<file path="src/priority_ready_queue_top_defines.svh">
// ----------------------------------------------------------------------------
// Priority ready queue assertion macros
// Shared helpers for concurrent checks, clocked on clk and held off in reset.
// ----------------------------------------------------------------------------
`ifndef PRIORITY_READY_QUEUE_TOP_DEFINES_SVH
`define PRIORITY_READY_QUEUE_TOP_DEFINES_SVH

// Property that must hold at every clock edge outside reset.
`define PRQ_ASSERT(label, prop, msg) \
    label: assert property (@(posedge clk) disable iff (!rst_n) prop) else $error(msg);

// Condition that must never be true outside reset.
`define PRQ_NEVER(label, cond, msg) \
    label: assert property (@(posedge clk) disable iff (!rst_n) !(cond)) else $error(msg);

`endif

</file>
<file path="src/prq_pkg.sv">
// ----------------------------------------------------------------------------
// Priority ready queue package
// Sizes, operation and status codes, and the scan unit control type.
// ----------------------------------------------------------------------------
package prq_pkg;

    // Queue bound and derived widths.
    localparam int QUEUE_DEPTH = 16;
    localparam int IDX_W       = $clog2(QUEUE_DEPTH);
    localparam int CNT_W       = $clog2(QUEUE_DEPTH + 1);

    // Item field widths.
    localparam int ID_W      = 16;
    localparam int PRI_W     = 6;
    localparam int OP_W      = 2;
    localparam int ST_W      = 2;
    localparam int ENTRY_W   = ID_W + PRI_W;
    localparam int TDATA_W   = ((ENTRY_W + 7) / 8) * 8;

    // Configuration port.
    localparam int APB_ADDR_W = 3;
    localparam int APB_DATA_W = 32;
    localparam logic [PRI_W-1:0] DEFAULT_PRI_RESET = PRI_W'(31);

    // Operation codes.
    localparam logic [OP_W-1:0] OP_ENQUEUE = 2'd0;
    localparam logic [OP_W-1:0] OP_DEQUEUE = 2'd1;
    localparam logic [OP_W-1:0] OP_QUERY   = 2'd2;

    // Status codes.
    localparam logic [ST_W-1:0] ST_DONE  = 2'd0;
    localparam logic [ST_W-1:0] ST_EMPTY = 2'd1;
    localparam logic [ST_W-1:0] ST_FULL  = 2'd2;

    // Control from the sequencer to the compare unit.
    typedef struct packed {
        logic clear;
        logic sample;
    } scan_ctl_t;

endpackage

</file>
<file path="src/prq_ram.sv">
// ----------------------------------------------------------------------------
// Generic RAM
// One write port and one read port with registered read data.
// ----------------------------------------------------------------------------
module prq_ram #(
    parameter int WIDTH = 8,
    parameter int DEPTH = 16
) (
    input  logic                     clk,
    input  logic                     wr_en,
    input  logic [$clog2(DEPTH)-1:0] wr_addr,
    input  logic [WIDTH-1:0]         wr_data,
    input  logic [$clog2(DEPTH)-1:0] rd_addr,
    output logic [WIDTH-1:0]         rd_data
);

    logic [WIDTH-1:0] mem_reg [DEPTH];
    logic [WIDTH-1:0] rd_data_reg;

    // Storage array and registered read.
    always_ff @(posedge clk)
    begin
        if (wr_en)
        begin
            mem_reg[wr_addr] <= wr_data;
        end
        rd_data_reg <= mem_reg[rd_addr];
    end

    assign rd_data = rd_data_reg;

endmodule

</file>
<file path="src/prq_scan.sv">
// ----------------------------------------------------------------------------
// Priority ready queue compare unit
// Keeps the best entry seen so far; a strict compare keeps the oldest on ties.
// ----------------------------------------------------------------------------
`include "priority_ready_queue_top_defines.svh"

module prq_scan (
    input  logic                        clk,
    input  logic                        rst_n,
    input  prq_pkg::scan_ctl_t          ctl,
    input  logic [prq_pkg::IDX_W-1:0]   cand_idx,
    input  logic [prq_pkg::ENTRY_W-1:0] cand_entry,
    output logic [prq_pkg::IDX_W-1:0]   best_idx,
    output logic [prq_pkg::ID_W-1:0]    best_id,
    output logic [prq_pkg::PRI_W-1:0]   best_pri
);

    logic                        have_reg;
    logic                        have_next;
    logic [prq_pkg::IDX_W-1:0]   best_idx_reg;
    logic [prq_pkg::ID_W-1:0]    best_id_reg;
    logic [prq_pkg::PRI_W-1:0]   best_pri_reg;
    logic [prq_pkg::PRI_W-1:0]   cand_pri;
    logic                        take;

    // The single comparator decides whether the candidate replaces the best.
    assign cand_pri = cand_entry[prq_pkg::ENTRY_W-1:prq_pkg::ID_W];
    assign take     = ctl.sample && (!have_reg || (cand_pri > best_pri_reg));

    always_comb
    begin
        have_next = have_reg;
        if (ctl.clear)
        begin
            have_next = 1'b0;
        end
        else if (ctl.sample)
        begin
            have_next = 1'b1;
        end
    end

    // Valid flag for the running best.
    always_ff @(posedge clk or negedge rst_n)
    begin
        if (!rst_n)
        begin
            have_reg <= 1'b0;
        end
        else
        begin
            have_reg <= have_next;
        end
    end

    // Best entry payload.
    always_ff @(posedge clk)
    begin
        if (take)
        begin
            best_idx_reg <= cand_idx;
            best_id_reg  <= cand_entry[prq_pkg::ID_W-1:0];
            best_pri_reg <= cand_pri;
        end
    end

    assign best_idx = best_idx_reg;
    assign best_id  = best_id_reg;
    assign best_pri = best_pri_reg;

    // The best priority never drops while a scan runs.
    `PRQ_ASSERT(a_best_monotonic, (ctl.sample && have_reg && !ctl.clear) |=> (best_pri_reg >= $past(best_pri_reg)), "best priority dropped during a scan")

endmodule

</file>
<file path="src/priority_ready_queue_top.sv">
// An enqueue, or an operation on an empty queue, goes from accept to S_DONE, which raises m_tvalid
// once the output is free. A query over N entries scans them: one entry is read per cycle from the RAM.
// A dequeue adds a close-up pass of one RAM read and write per entry behind the winner;
// the next item can be taken in the cycle after the result loads.
// Reset (rst_n, asynchronous, active low) empties the queue and sets default_priority to 31;
// no clearing pass is needed since only entries below the occupancy are ever read.
// ----------------------------------------------------------------------------
// Priority ready queue
// Bounded ready queue in arrival order with highest-priority dequeue,
// oldest first on ties, built around one RAM and one shared comparator.
// ----------------------------------------------------------------------------
`include "priority_ready_queue_top_defines.svh"

module priority_ready_queue_top (
    input  logic                           clk,
    input  logic                           rst_n,
    // Input items
    input  logic                           s_tvalid,
    output logic                           s_tready,
    input  logic [prq_pkg::TDATA_W-1:0]    s_tdata,   // [15:0] task_id, [21:16] task_priority
    input  logic [prq_pkg::OP_W-1:0]       s_tuser,   // [1:0] operation
    // Result items
    output logic                           m_tvalid,
    input  logic                           m_tready,
    output logic [prq_pkg::TDATA_W-1:0]    m_tdata,   // [15:0] picked_id, [21:16] picked_priority
    output logic [prq_pkg::ST_W-1:0]       m_tuser,   // [1:0] status
    // Configuration
    input  logic                           psel,
    input  logic                           penable,
    input  logic                           pwrite,
    input  logic [prq_pkg::APB_ADDR_W-1:0] paddr,
    input  logic [prq_pkg::APB_DATA_W-1:0] pwdata,
    output logic [prq_pkg::APB_DATA_W-1:0] prdata,
    output logic                           pready
);

    typedef enum logic [3:0] {
        S_IDLE  = 4'b0001,
        S_SCAN  = 4'b0010,
        S_SHIFT = 4'b0100,
        S_DONE  = 4'b1000
    } state_t;

    state_t                        state_reg, state_next;
    logic [prq_pkg::CNT_W-1:0]     occ_reg, occ_next;
    logic [prq_pkg::CNT_W-1:0]     idx_reg, idx_next;
    logic                          pend_reg, pend_next;
    logic [prq_pkg::IDX_W-1:0]     pend_idx_reg, pend_idx_next;
    logic [prq_pkg::OP_W-1:0]      op_reg, op_next;
    logic [prq_pkg::ST_W-1:0]      res_st_reg, res_st_next;
    logic [prq_pkg::ID_W-1:0]      res_id_reg, res_id_next;
    logic [prq_pkg::PRI_W-1:0]     res_pri_reg, res_pri_next;
    logic                          out_valid_reg, out_valid_next;
    logic                          out_load;
    logic [prq_pkg::ST_W-1:0]      out_st_reg;
    logic [prq_pkg::ID_W-1:0]      out_id_reg;
    logic [prq_pkg::PRI_W-1:0]     out_pri_reg;
    logic [prq_pkg::PRI_W-1:0]     def_pri_reg;

    logic                          in_acc;
    logic                          cfg_wr;
    logic                          wr_en;
    logic [prq_pkg::IDX_W-1:0]     wr_addr;
    logic [prq_pkg::ENTRY_W-1:0]   wr_data;
    logic [prq_pkg::IDX_W-1:0]     rd_addr;
    logic [prq_pkg::ENTRY_W-1:0]   rd_data;
    prq_pkg::scan_ctl_t            scan_ctl;
    logic [prq_pkg::IDX_W-1:0]     best_idx;
    logic [prq_pkg::ID_W-1:0]      best_id;
    logic [prq_pkg::PRI_W-1:0]     best_pri;
    logic                          pass_end;

    // Handshakes.
    assign s_tready = (state_reg == S_IDLE);
    assign in_acc   = s_tvalid && s_tready;
    assign pready   = 1'b1;
    assign cfg_wr   = psel && penable && pwrite && pready;

    // Entry storage.
    prq_ram #(
        .WIDTH (prq_pkg::ENTRY_W),
        .DEPTH (prq_pkg::QUEUE_DEPTH)
    ) u_ram (
        .clk     (clk),
        .wr_en   (wr_en),
        .wr_addr (wr_addr),
        .wr_data (wr_data),
        .rd_addr (rd_addr),
        .rd_data (rd_data)
    );

    // Shared compare unit.
    prq_scan u_scan (
        .clk        (clk),
        .rst_n      (rst_n),
        .ctl        (scan_ctl),
        .cand_idx   (pend_idx_reg),
        .cand_entry (rd_data),
        .best_idx   (best_idx),
        .best_id    (best_id),
        .best_pri   (best_pri)
    );

    // A pass ends once every entry was issued and the last read came back.
    assign pass_end = (idx_reg == occ_reg) && !pend_reg;

    // Sequencer.
    always_comb
    begin
        state_next     = state_reg;
        occ_next       = occ_reg;
        idx_next       = idx_reg;
        pend_next      = 1'b0;
        pend_idx_next  = pend_idx_reg;
        op_next        = op_reg;
        res_st_next    = res_st_reg;
        res_id_next    = res_id_reg;
        res_pri_next   = res_pri_reg;
        out_valid_next = out_valid_reg && !m_tready;
        out_load       = 1'b0;
        wr_en          = 1'b0;
        wr_addr        = occ_reg[prq_pkg::IDX_W-1:0];
        wr_data        = s_tdata[prq_pkg::ENTRY_W-1:0];
        rd_addr        = idx_reg[prq_pkg::IDX_W-1:0];
        scan_ctl       = '0;

        case (state_reg)
            S_IDLE:
            begin
                if (in_acc)
                begin
                    op_next      = s_tuser;
                    res_st_next  = prq_pkg::ST_DONE;
                    res_id_next  = '0;
                    res_pri_next = '0;
                    state_next   = S_DONE;
                    if (s_tuser == prq_pkg::OP_ENQUEUE)
                    begin
                        if (occ_reg == prq_pkg::CNT_W'(prq_pkg::QUEUE_DEPTH))
                        begin
                            res_st_next = prq_pkg::ST_FULL;
                        end
                        else
                        begin
                            wr_en    = 1'b1;
                            occ_next = occ_reg + prq_pkg::CNT_W'(1);
                        end
                    end
                    else if ((s_tuser == prq_pkg::OP_DEQUEUE) ||
                             (s_tuser == prq_pkg::OP_QUERY))
                    begin
                        if (occ_reg == '0)
                        begin
                            res_st_next = prq_pkg::ST_EMPTY;
                            if (s_tuser == prq_pkg::OP_QUERY)
                            begin
                                res_pri_next = def_pri_reg;
                            end
                        end
                        else
                        begin
                            idx_next       = '0;
                            scan_ctl.clear = 1'b1;
                            state_next     = S_SCAN;
                        end
                    end
                end
            end

            S_SCAN:
            begin
                scan_ctl.sample = pend_reg;
                if (idx_reg < occ_reg)
                begin
                    idx_next      = idx_reg + prq_pkg::CNT_W'(1);
                    pend_next     = 1'b1;
                    pend_idx_next = idx_reg[prq_pkg::IDX_W-1:0];
                end
                if (pass_end)
                begin
                    res_pri_next = best_pri;
                    if (op_reg == prq_pkg::OP_QUERY)
                    begin
                        state_next = S_DONE;
                    end
                    else
                    begin
                        res_id_next = best_id;
                        idx_next    = prq_pkg::CNT_W'(best_idx) + prq_pkg::CNT_W'(1);
                        state_next  = S_SHIFT;
                    end
                end
            end

            S_SHIFT:
            begin
                // Each entry behind the winner moves one place toward the front.
                if (idx_reg < occ_reg)
                begin
                    idx_next      = idx_reg + prq_pkg::CNT_W'(1);
                    pend_next     = 1'b1;
                    pend_idx_next = idx_reg[prq_pkg::IDX_W-1:0];
                end
                if (pend_reg)
                begin
                    wr_en   = 1'b1;
                    wr_addr = pend_idx_reg - prq_pkg::IDX_W'(1);
                    wr_data = rd_data;
                end
                if (pass_end)
                begin
                    occ_next   = occ_reg - prq_pkg::CNT_W'(1);
                    state_next = S_DONE;
                end
            end

            S_DONE:
            begin
                if (!out_valid_reg || m_tready)
                begin
                    out_load       = 1'b1;
                    out_valid_next = 1'b1;
                    state_next     = S_IDLE;
                end
            end

            default:
            begin
                state_next = S_IDLE;
            end
        endcase
    end

    // Control state.
    always_ff @(posedge clk or negedge rst_n)
    begin
        if (!rst_n)
        begin
            state_reg     <= S_IDLE;
            occ_reg       <= '0;
            idx_reg       <= '0;
            pend_reg      <= 1'b0;
            out_valid_reg <= 1'b0;
            def_pri_reg   <= prq_pkg::DEFAULT_PRI_RESET;
        end
        else
        begin
            state_reg     <= state_next;
            occ_reg       <= occ_next;
            idx_reg       <= idx_next;
            pend_reg      <= pend_next;
            out_valid_reg <= out_valid_next;
            if (cfg_wr && (paddr[2] == 1'b0))
            begin
                def_pri_reg <= pwdata[prq_pkg::PRI_W-1:0];
            end
        end
    end

    // Working and output payload.
    always_ff @(posedge clk)
    begin
        pend_idx_reg <= pend_idx_next;
        op_reg       <= op_next;
        res_st_reg   <= res_st_next;
        res_id_reg   <= res_id_next;
        res_pri_reg  <= res_pri_next;
        if (out_load)
        begin
            out_st_reg  <= res_st_reg;
            out_id_reg  <= res_id_reg;
            out_pri_reg <= res_pri_reg;
        end
    end

    // Output packing and register readback.
    assign m_tvalid = out_valid_reg;
    assign m_tuser  = out_st_reg;
    assign m_tdata  = {{(prq_pkg::TDATA_W - prq_pkg::ENTRY_W){1'b0}}, out_pri_reg, out_id_reg};
    assign prdata   = (paddr[2] == 1'b0) ?
                      {{(prq_pkg::APB_DATA_W - prq_pkg::PRI_W){1'b0}}, def_pri_reg} : '0;

    // Occupancy stays within the bound.
    `PRQ_NEVER(a_occ_bound,
        occ_reg > prq_pkg::CNT_W'(prq_pkg::QUEUE_DEPTH),
        "occupancy above queue depth")
    // Writes land only inside the live region or at the tail.
    `PRQ_ASSERT(a_wr_in_range,
        wr_en |-> (prq_pkg::CNT_W'(wr_addr) <= occ_reg),
        "RAM write beyond the queue tail")
    // A finished dequeue removes exactly one entry.
    `PRQ_ASSERT(a_deq_removes_one,
        ((state_reg == S_SHIFT) && pass_end)
            |=> (occ_reg == $past(occ_reg) - prq_pkg::CNT_W'(1)),
        "dequeue did not remove one entry")

endmodule
</file>
<file path="config.mk">
export PLATFORM = sky130hd
export DESIGN_NAME = priority_ready_queue_top
export DESIGN_NICKNAME = d
export VERILOG_FILES = /design/src/prq_pkg.sv /design/src/prq_ram.sv /design/src/prq_scan.sv /design/src/priority_ready_queue_top.sv
export VERILOG_INCLUDE_DIRS = /design/src /design/src/src
export SDC_FILE = /design/constraint.sdc
export NUM_CORES = 1
export LEC_CHECK = 0
export BUFFER_PORTS_ARGS = -buffer_cell sky130_fd_sc_hd__buf_2
export CAP_MARGIN = 0
export CORE_ASPECT_RATIO = 0.5
export CORE_MARGIN = 2
export CORE_UTILIZATION = 60
export CTS_BUF_LIST = sky130_fd_sc_hd__clkbuf_4 sky130_fd_sc_hd__clkbuf_8
export DETAILED_ROUTE_END_ITERATION = 8
export GPL_TIMING_DRIVEN = 0
export PLACE_DENSITY_LB_ADDON = 0.3
export SKIP_CTS_REPAIR_TIMING = 1
export SYNTH_ARGS = -nofsm -noshare
export SYNTH_HDL_FRONTEND = slang
export SYNTH_HIERARCHICAL = 1
export SYNTH_SLANG_ARGS = --single-unit
export TNS_END_PERCENT = 1
</file>
<file path="constraint.sdc">
create_clock -name clk -period 9.39 [get_ports clk]
set_input_delay 0.939 -clock clk [delete_from_list [all_inputs] [get_ports clk]]
set_output_delay 0.939 -clock clk [all_outputs]
set_load 0.1 [all_outputs]
</file>
==> results.md, run 1 <==
- Status: finished, final reports clean
- Max VDD drop: 0.127 mV
- Ys flop type: edfxtp_1
- WL final: 38,500 um
- Fin crit share: 42.2%
- CTS H-tree lvls: 2
- Crit path arrival time: 4.29 ns
- Final Cell Area: 21,100 um^2
- Syn_area_per_cell: 19.8 um^2
- Net count, final: 1,199
- Warnings from Yosys: 6
- Crit end category: register
- Area after DPL: 19,900 um^2
- Die ar.: 32,600 um^2
- Setup TNS: 0 ns
- Max-slew headroom: 15.6%
- Starting Density: 61.3%
- Final hold violation count: 0
- Core area: 30,500 um^2
- GRT Overall Usage: 24.3%
- Commonest non-fill, non-tap cell in the layout: edfxtp_1
- Asr flop ratio synth: 4.82%
- MaxCap Viol Count: 0
- RSZ-0062 raised after global routing: false
- Die span in x: 254 um
- Most frequent cells in the layout: edfxtp_1, mux4_2, buf_2
- Vias: 9,529
- Synth area leaders: edfxtp_1, mux4_2, dfxtp_1
- Final Util: 69.4%
- Synth cell types: 66
- Area grow syn2layout: 13.2%
- Top-area cell type share of the netlist area: 69.5%
- Number of buffers added on ports: 69
- Pins Over Slew Limit: 0
- Mapped Area: 18,700 um^2
- Max FFs per register: 352
- CTS tree: done
- CTS buffer count: 61
- Worst reg2reg path startpoint: state_reg[1]$_DFFE_PN0P_
- CP max FO: 10
- I/O Pins: 129
- Pwr Total: 5.28 mW
- CTS Sinks: 477
- Clock skew: 0.0250 ns
- Cell taking the most area after synthesis: edfxtp_1
- P_leak: 7.22 nW
- Hold Path Class: input port to asynchronous set/reset pin
- Initial antenna violation count: 0
- WS Path Type: register to register
- Synth Register Bits: 477
- Fillers: 1,790
- CTS clk-pin slew, worst paths: 0.07 ns
- Routed len/inst: 24.3 um
- Detailed Route Iter0 Violations: 1,059
- CP Data Required Time: 9.72 ns
- Clock root buffer: clkbuf_8
- Least-Margin Pin Slew: 1.27 ns
- Clock Path Buffers: 3
- HPWL after detailed placement: 24,300 um
- Register area share after synthesis: 74.9%
- Skew-Pair Late Insertion Delay: 0.64 ns
- Largest net degree at the start of global routing: 25
- GP Congestion: 0.824
- Ant diodes: 0
- Share of post-route cells with drive strength above 1: 31.6%
- Crit path launch: state_reg[1]$_DFFE_PN0P_
- Vias/cell: 6.01
- First-pass GRT wire length: 57,100 um
- Die H: 129 um
- Core Rows: 45
- Antenna Nets Post-Route: 0
- Achievable Freq: 0.252 GHz
- Fin crit period: 3.96 ns
- Drt pass-1 iters: 6
- Grt total ovfl: 0
- PD cells: 250 nW/um^2
- Setup Viol. Count Final: 0
- CP Launch Type: register
- Vias in the first global route: 9,609
- Post-Syn Instances: 943
- DRC Markers: 0
- EDFF count, synth: 432
-- metrics by stage --
step | setup WS [ns] | instances | hold WS, ns
after floorplan | 3.76 | 970 | 0.400
after global placement | 3.47 | 1462 | 0.400
after detailed placement | 5.51 | 1471 | 0.405
after CTS | 5.51 | 1585 | 0.292
after global routing | 5.28 | 1585 | 0.323
final | 5.43 | 1585 | 0.293
-- kinds of logic after synthesis --
logic type                 count (synthesis)  share of synthesized area, %
AOI/OAI and AO/OA                         96                          4.23
xor gates and xnor gates                   8                         0.375
adders and majority gates                 20                          1.38
buffers and inverters                     88                          2.78
DFF                                      477                          74.9
muxes                                    117                          12.4
other                                      2                        0.0402
and+or+nand+nor                          135                          3.89
-- cell type report --
cell class / instances / area [um^2] / share of cell area [%]
inverter: 24 / 90.1 / 0.426
clock inverter: 26 / 155 / 0.734
multi-input combinational: 405 / 4390 / 20.8
timing repair buffer: 78 / 467 / 2.21
tap: 423 / 529 / 2.50
buffer: 64 / 429 / 2.03
sequential: 477 / 14000 / 66.2
clock buffer: 88 / 1070 / 5.08
-- power by group --
group	switching [mW]	total [mW]	internal, mW
clock	0.739	1.51	0.767
combinational	0.745	1.17	0.424
sequential	0.101	2.61	2.51
-- final timing paths --
check                      slack [ns]                              to  cells past startpoint
setup / recovery                 5.43  u_ram/mem_reg[12][4]$_DFFE_PP_                     11
hold / removal                   0.29          occ_reg[1]$_DFFE_PN0P_                      1
setup reg to reg                 5.43  u_ram/mem_reg[12][4]$_DFFE_PP_                     11
hold reg to reg                  0.42        out_pri_reg[0]$_DFFE_PP_                      0
max in group asynchronous        8.70      def_pri_reg[3]$_DFFE_PN1P_                      1
min in group clk                 0.42        out_pri_reg[0]$_DFFE_PP_                      0
-- layer usage --
metal | track usage, % | vias to the layer above | part of all wire, %
li1 | - | 4083 | -
met1 | 33.5 | 4836 | 40
met2 | 39.7 | 540 | 48
met3 | 6.05 | 70 | 10
met4 | 6.79 | 0 | 2.0
met5 | 0 | - | 0
-- critical path, stage by stage, from the launching register on --
cell and delay, ns:
dfrtp_1 0.43, nand2b_1 0.17, or3_1 0.33, buf_2 0.20
inv_2 0.13, nand2_1 0.20, clkbuf_1 0.26, a21oi_1 0.32
nand3_1 0.37, nor3_2 0.78, buf_6 0.29, buf_8 0.17
-- cell usage after synthesis (all sizes together), types with 11 or more instances --
master,n
nor2,28
buf,48
nand2,33
dfxtp,22
mux4,88
mux2,28
clkbuf,16
o21ai,15
a22oi,45
edfxtp,432
ha,19
and2,20
inv,24
dfrtp,17
nor2b,11
No activity file was read; power rests on OpenSTA's default activity.
==> run 2: changes to the inputs <==
- ABC_AREA: unset -> 1
- clock period: 9.39 -> 3.95 ns (I/O delays scaled with it)
==> results.md, run 2 <==
- Vias in the first global route: 13,200
- Largest net degree at the start of global routing: 27
- Top-area cell type share of the netlist area: 62.4%
- CTS Sinks: 477
- RSZ-0062 raised after global routing: false
- MaxCap Viol Count: 0
- Clock Path Buffers: 3
- Status: finished, final reports clean
- GRT Overall Usage: 29.6%
- Core Rows: 48
- CTS clk-pin slew, worst paths: 0.06 ns
- Net count, final: 2,208
- Pins Over Slew Limit: 0
- Drt pass-1 iters: 6
- First-pass GRT wire length: 77,100 um
- Pwr Total: 9.69 mW
- Worst reg2reg path startpoint: state_reg[1]$_DFFE_PN0P_
- Cell taking the most area after synthesis: edfxtp_1
- Most frequent cells in the layout: nand2_1, edfxtp_1, inv_1
- Max-slew headroom: 31.5%
- Max FFs per register: 352
- CP Launch Type: register
- GP Congestion: 0.888
- Vias/cell: 5.40
- Die H: 136 um
- Register area share after synthesis: 67.4%
- P_leak: 10.1 nW
- Core area: 34,300 um^2
- Crit end category: register
- Die ar.: 36,200 um^2
- I/O Pins: 129
- Final hold violation count: 0
- Post-Syn Instances: 1,949
- WL final: 52,600 um
- DRC Markers: 0
- Number of buffers added on ports: 69
- Starting Density: 60.6%
- Syn_area_per_cell: 10.7 um^2
- Clock root buffer: clkbuf_8
- Commonest non-fill, non-tap cell in the layout: nand2_1
- Synth cell types: 41
- Hold Path Class: input port to register
- Crit path arrival time: 3.41 ns
- Mapped Area: 20,800 um^2
- Fin crit share: 80.0%
- Warnings from Yosys: 6
- Initial antenna violation count: 4
- Synth area leaders: edfxtp_1, nand2_1, nand3_1
- CP Data Required Time: 4.20 ns
- CTS H-tree lvls: 3
- Achievable Freq: 0.316 GHz
- Cell with the most instances after synthesis: nand2_1
- WS Path Type: register to register
- Clock skew: 0.0346 ns
- CTS tree: done
- Synth Register Bits: 477
- Fin crit period: 3.16 ns
- Antenna Nets Post-Route: 0
- Max VDD drop: 0.221 mV
- Vias: 14,300
- EDFF count, synth: 432
- Crit path launch: state_reg[1]$_DFFE_PN0P_
- Grt total ovfl: 0
- HPWL after detailed placement: 34,000 um
- Skew-Pair Late Insertion Delay: 0.65 ns
- Ys flop type: edfxtp_1
- Detailed Route Iter0 Violations: 2,187
- Hold Startpoint: pwdata[0]
- Synth cell count leaders: nand2_1, edfxtp_1, inv_1
- Non-Filler Instances: 2,648
- Die span in x: 267 um
- Setup Viol. Count Final: 0
- Least-Margin Pin Slew: 1.03 ns
- Routed len/inst: 19.9 um
- Placed instance count: 2,523
- PD cells: 414 nW/um^2
- Area grow syn2layout: 12.5%
- Asr flop ratio synth: 4.82%
- CP max FO: 22
- Share of post-route cells with drive strength above 1: 15.1%
- CTS buffer count: 67
==> run 2: cell count changes after synthesis, moves of 12 or more <==
cell	delta
nand2_1	+513
inv_1	+318
nand3_1	+289
mux4_2	-88
nor2_1	+34
a22oi_1	-25
a22oi_2	-20
mux2_1	-19
and2_1	-18
buf_2	+18
buf_6	+16
mux2_2	+13
buf_4	+12
==> run 2: path summary, 6_finish.rpt <==
kind,to,slack [ns],cells past startpoint
min in group asynchronous,idx_reg[4]$_DFFE_PN0P_,0.27,2
hold reg to reg,out_id_reg[3]$_DFFE_PP_,0.41,0
max in group asynchronous,def_pri_reg[3]$_DFFE_PN1P_,3.28,2
setup reg to reg,u_ram/mem_reg[9][12]$_DFFE_PP_,0.79,8
hold / removal,def_pri_reg[0]$_DFFE_PN1P_,0.003,3
setup / recovery,u_ram/mem_reg[9][12]$_DFFE_PP_,0.79,8
==> run 2: layer usage <==
layer | track usage [%] | up-vias | part of all wire, %
met2 | 45.7 | 941 | 45
met5 | 0 | - | 0.051
met1 | 40.9 | 6598 | 39
met4 | 11.8 | 4 | 3.1
li1 | - | 6612 | -
met3 | 7.07 | 137 | 13
==> run 2: kinds of logic after synthesis <==
family / after synthesis / synth area share [%]
simple gates: 926 / 19.0
flops: 477 / 67.4
buf+inv: 455 / 9.82
compound gates: 38 / 0.964
mux: 23 / 1.24
fa+ha+maj: 20 / 1.24
xor+xnor: 8 / 0.337
other cells: 2 / 0.0362
==> run 2: area by class of cell <==
class | count | area, um^2
Clock inverter | 23 | 141
Multi-Input combinational cell | 1044 | 4970
Tap cell | 475 | 594
Antenna cell | 2 | 5.00
Timing Repair Buffer | 75 | 445
Clock buffer | 97 | 1180
Inverter | 347 | 1310
Fill cell | 2487 | 10900
Buffer | 108 | 733
Sequential cell | 477 | 14000
==> run 2: power breakdown <==
part,internal [mW],switching (mW),total [mW]
Sequential,5.50,0.00786,5.51
Combinational,0.0576,0.273,0.331
Clock,1.99,1.85,3.85
Total,7.55,2.14,9.69
==> run 2: through the flow <==
stage | TNS, ns | setup slack [ns] | hold WS (ns) | instance area, um^2 | utilization [%]
6_report | 0 | 0.789 | 0.00348 | 23400 | 68.2
3_5_place_dp | 0 | 0.878 | 0.405 | 22000 | 64.2
3_3_place_gp | -32.60 | -0.229 | 0.401 | 21800 | 63.6
5_1_grt | 0 | 0.674 | 0.00440 | 23400 | 68.2
2_1_floorplan | 0 | 1.24 | 0.0994 | 20900 | -
4_1_cts | 0 | 0.862 | -0.283 | 23300 | 68.0
==> run 2: worst max-delay path, cell delays in order, from the launching register on <==
cell      delay [ns]
dfrtp_1         0.42
nor2_2          0.16
nand3_4         0.18
nor2_4          0.25
buf_6           0.18
nand2_1         0.06
o21ai_0         0.19
nand3b_1        0.41
nor2_4          0.88
==> run 3: changes to the inputs <==
- clock period: 3.95 -> 3.25 ns (I/O delays scaled with it)
==> results.md, run 3 (synthesis gave the netlist of run 2 again) <==
- Status: finished, final reports clean
- Non-Filler Instances: 2,655
- Fin crit period: 3.14 ns
- CP peak stage delay: 0.88 ns
- CP Data Required Time: 3.50 ns
- Placed instance count: 2,523
- Net count, final: 2,215
- Max-slew headroom: 29.0%
- CTS clk-pin slew, worst paths: 0.08 ns
- Least-Margin Pin Slew: 1.06 ns
- Final hold violation count: 0
- Die ar.: 36,200 um^2
- Buf+Inv Stages, Crit Path: 1
- CP max FO: 22
- Area grow syn2layout: 12.9%
- R2r setup slk: 0.11 ns
- HPWL after detailed placement: 34,000 um
- Crit end category: register
- Largest net degree at the start of global routing: 27
- RSZ-0062 raised after global routing: false
- Skew-Pair Late Insertion Delay: 0.65 ns
- Setup Viol. Count Final: 0
- WL final: 52,700 um
- Drt pass-1 iters: 6
- Commonest non-fill, non-tap cell in the layout: nand2_1
- Max FFs per register: 352
- Hold Path Class: input port to register
- DRC Markers: 0
- Core area: 34,300 um^2
- Pwr Total: 11.8 mW
- Fin crit share: 96.6%
- Clock root buffer: clkbuf_8
- Number of buffers added on ports: 69
- Crit path arrival time: 3.39 ns
- Vias/cell: 5.40
- Routed len/inst: 19.9 um
- Fillers: 2,473
- Die span in x: 267 um
- Most frequent cells in the layout: nand2_1, edfxtp_1, inv_1
- CTS Sinks: 477
- CTS H-tree lvls: 3
- Clock skew: 0.0356 ns
- PD cells: 502 nW/um^2
- First-pass GRT wire length: 77,100 um
- Share of post-route cells with drive strength above 1: 15.1%
- CTS tree: done
- Critical Path Slowest Stage Cell: nor2_4
- Critical-path cell list: nor2_2 -> nand3_4 -> nor2_4 -> buf_6 -> nand2_1 -> o21ai_0 -> nand3b_1 -> nor2_4
- Worst hold slack: 0.0487 ns
- Detailed Route Iter0 Violations: 2,006
- DP Worst Slack: 0.178 ns
- I/O Pins: 129
- Vias: 14,300
- GP Congestion: 0.888
- Max VDD drop: 0.269 mV
- WS Path Type: register to register
- Initial antenna violation count: 4
- Die H: 136 um
- CTS buffer count: 67
- Vias in the first global route: 13,200
- P_leak: 10.1 nW
- MaxCap Viol Count: 0
- Achievable Freq: 0.318 GHz
- Core Rows: 48
- Antenna Nets Post-Route: 0
- Grt total ovfl: 0
- GRT Overall Usage: 29.6%
- Pins Over Slew Limit: 0
- Setup WS post-layout: 0.109 ns
- CP dominant cell by count: nor2_4
- Clock Path Buffers: 3
- Crit path max-delay family: simple AND/OR/NAND/NOR gates
- CP Launch Type: register
- Starting Density: 60.6%
[run 3: changes by cell type in the layout (fill, tap and decap cells not counted), sizes merged]
cell,previous run,this run
dlygate4sd3,3,10
[run 3: metrics by stage]
stage	TNS, ns	util, %	instance area [um^2]
final	0	68.4	23400
after global routing	0	68.4	23400
after CTS	0	68.0	23300
after detailed placement	0	64.2	22000
after global placement	-277.12	63.6	21800
after floorplan	0	-	20900
[run 3: area by class of cell]
class / instances / area [um^2] / area share (%)
timing repair buffer: 82 / 515 / 2.20
buffer: 108 / 733 / 3.13
sequential: 477 / 14000 / 59.7
multi-input combinational: 1044 / 4980 / 21.2
tap: 475 / 594 / 2.53
inverter: 347 / 1310 / 5.58
antenna: 2 / 5.00 / 0.0213
clock inverter: 23 / 141 / 0.603
clock buffer: 97 / 1180 / 5.03
[run 3: per-layer routing]
layer  GRT usage, %  up-vias  part of all wire (%)
li1               -     6624                     -
met1           40.9     6599                    39
met2           45.7      986                    45
met3           7.07      128                    14
met4           11.8        4                   3.0
met5              0        -                 0.051
[run 3: tightest hold or removal path, cell delays in order]
cell,delay [ns]
buf_2,0.08
inv_1,0.09
nand2_4,0.12
o21ai_0,0.08
[run 3: report_power, final]
part / switching [mW] / internal [mW]
Sequential: 0.00935 / 6.69
Combinational: 0.335 / 0.0755
Clock: 2.25 / 2.42
Total: 2.60 / 9.18
[run 3: final timing paths]
check                                             from                              to  cells past startpoint
max reg2reg                   state_reg[1]$_DFFE_PN0P_  u_ram/mem_reg[9][12]$_DFFE_PP_                      8
min in group asynchronous                        rst_n          idx_reg[4]$_DFFE_PN0P_                      2
max                           state_reg[1]$_DFFE_PN0P_  u_ram/mem_reg[9][12]$_DFFE_PP_                      8
min reg2reg                res_id_reg[3]$_SDFFCE_PN0P_         out_id_reg[3]$_DFFE_PP_                      0
min                                           s_tvalid        state_reg[0]$_DFFE_PN1P_                      4
max in group asynchronous                        rst_n      def_pri_reg[3]$_DFFE_PN1P_                      2
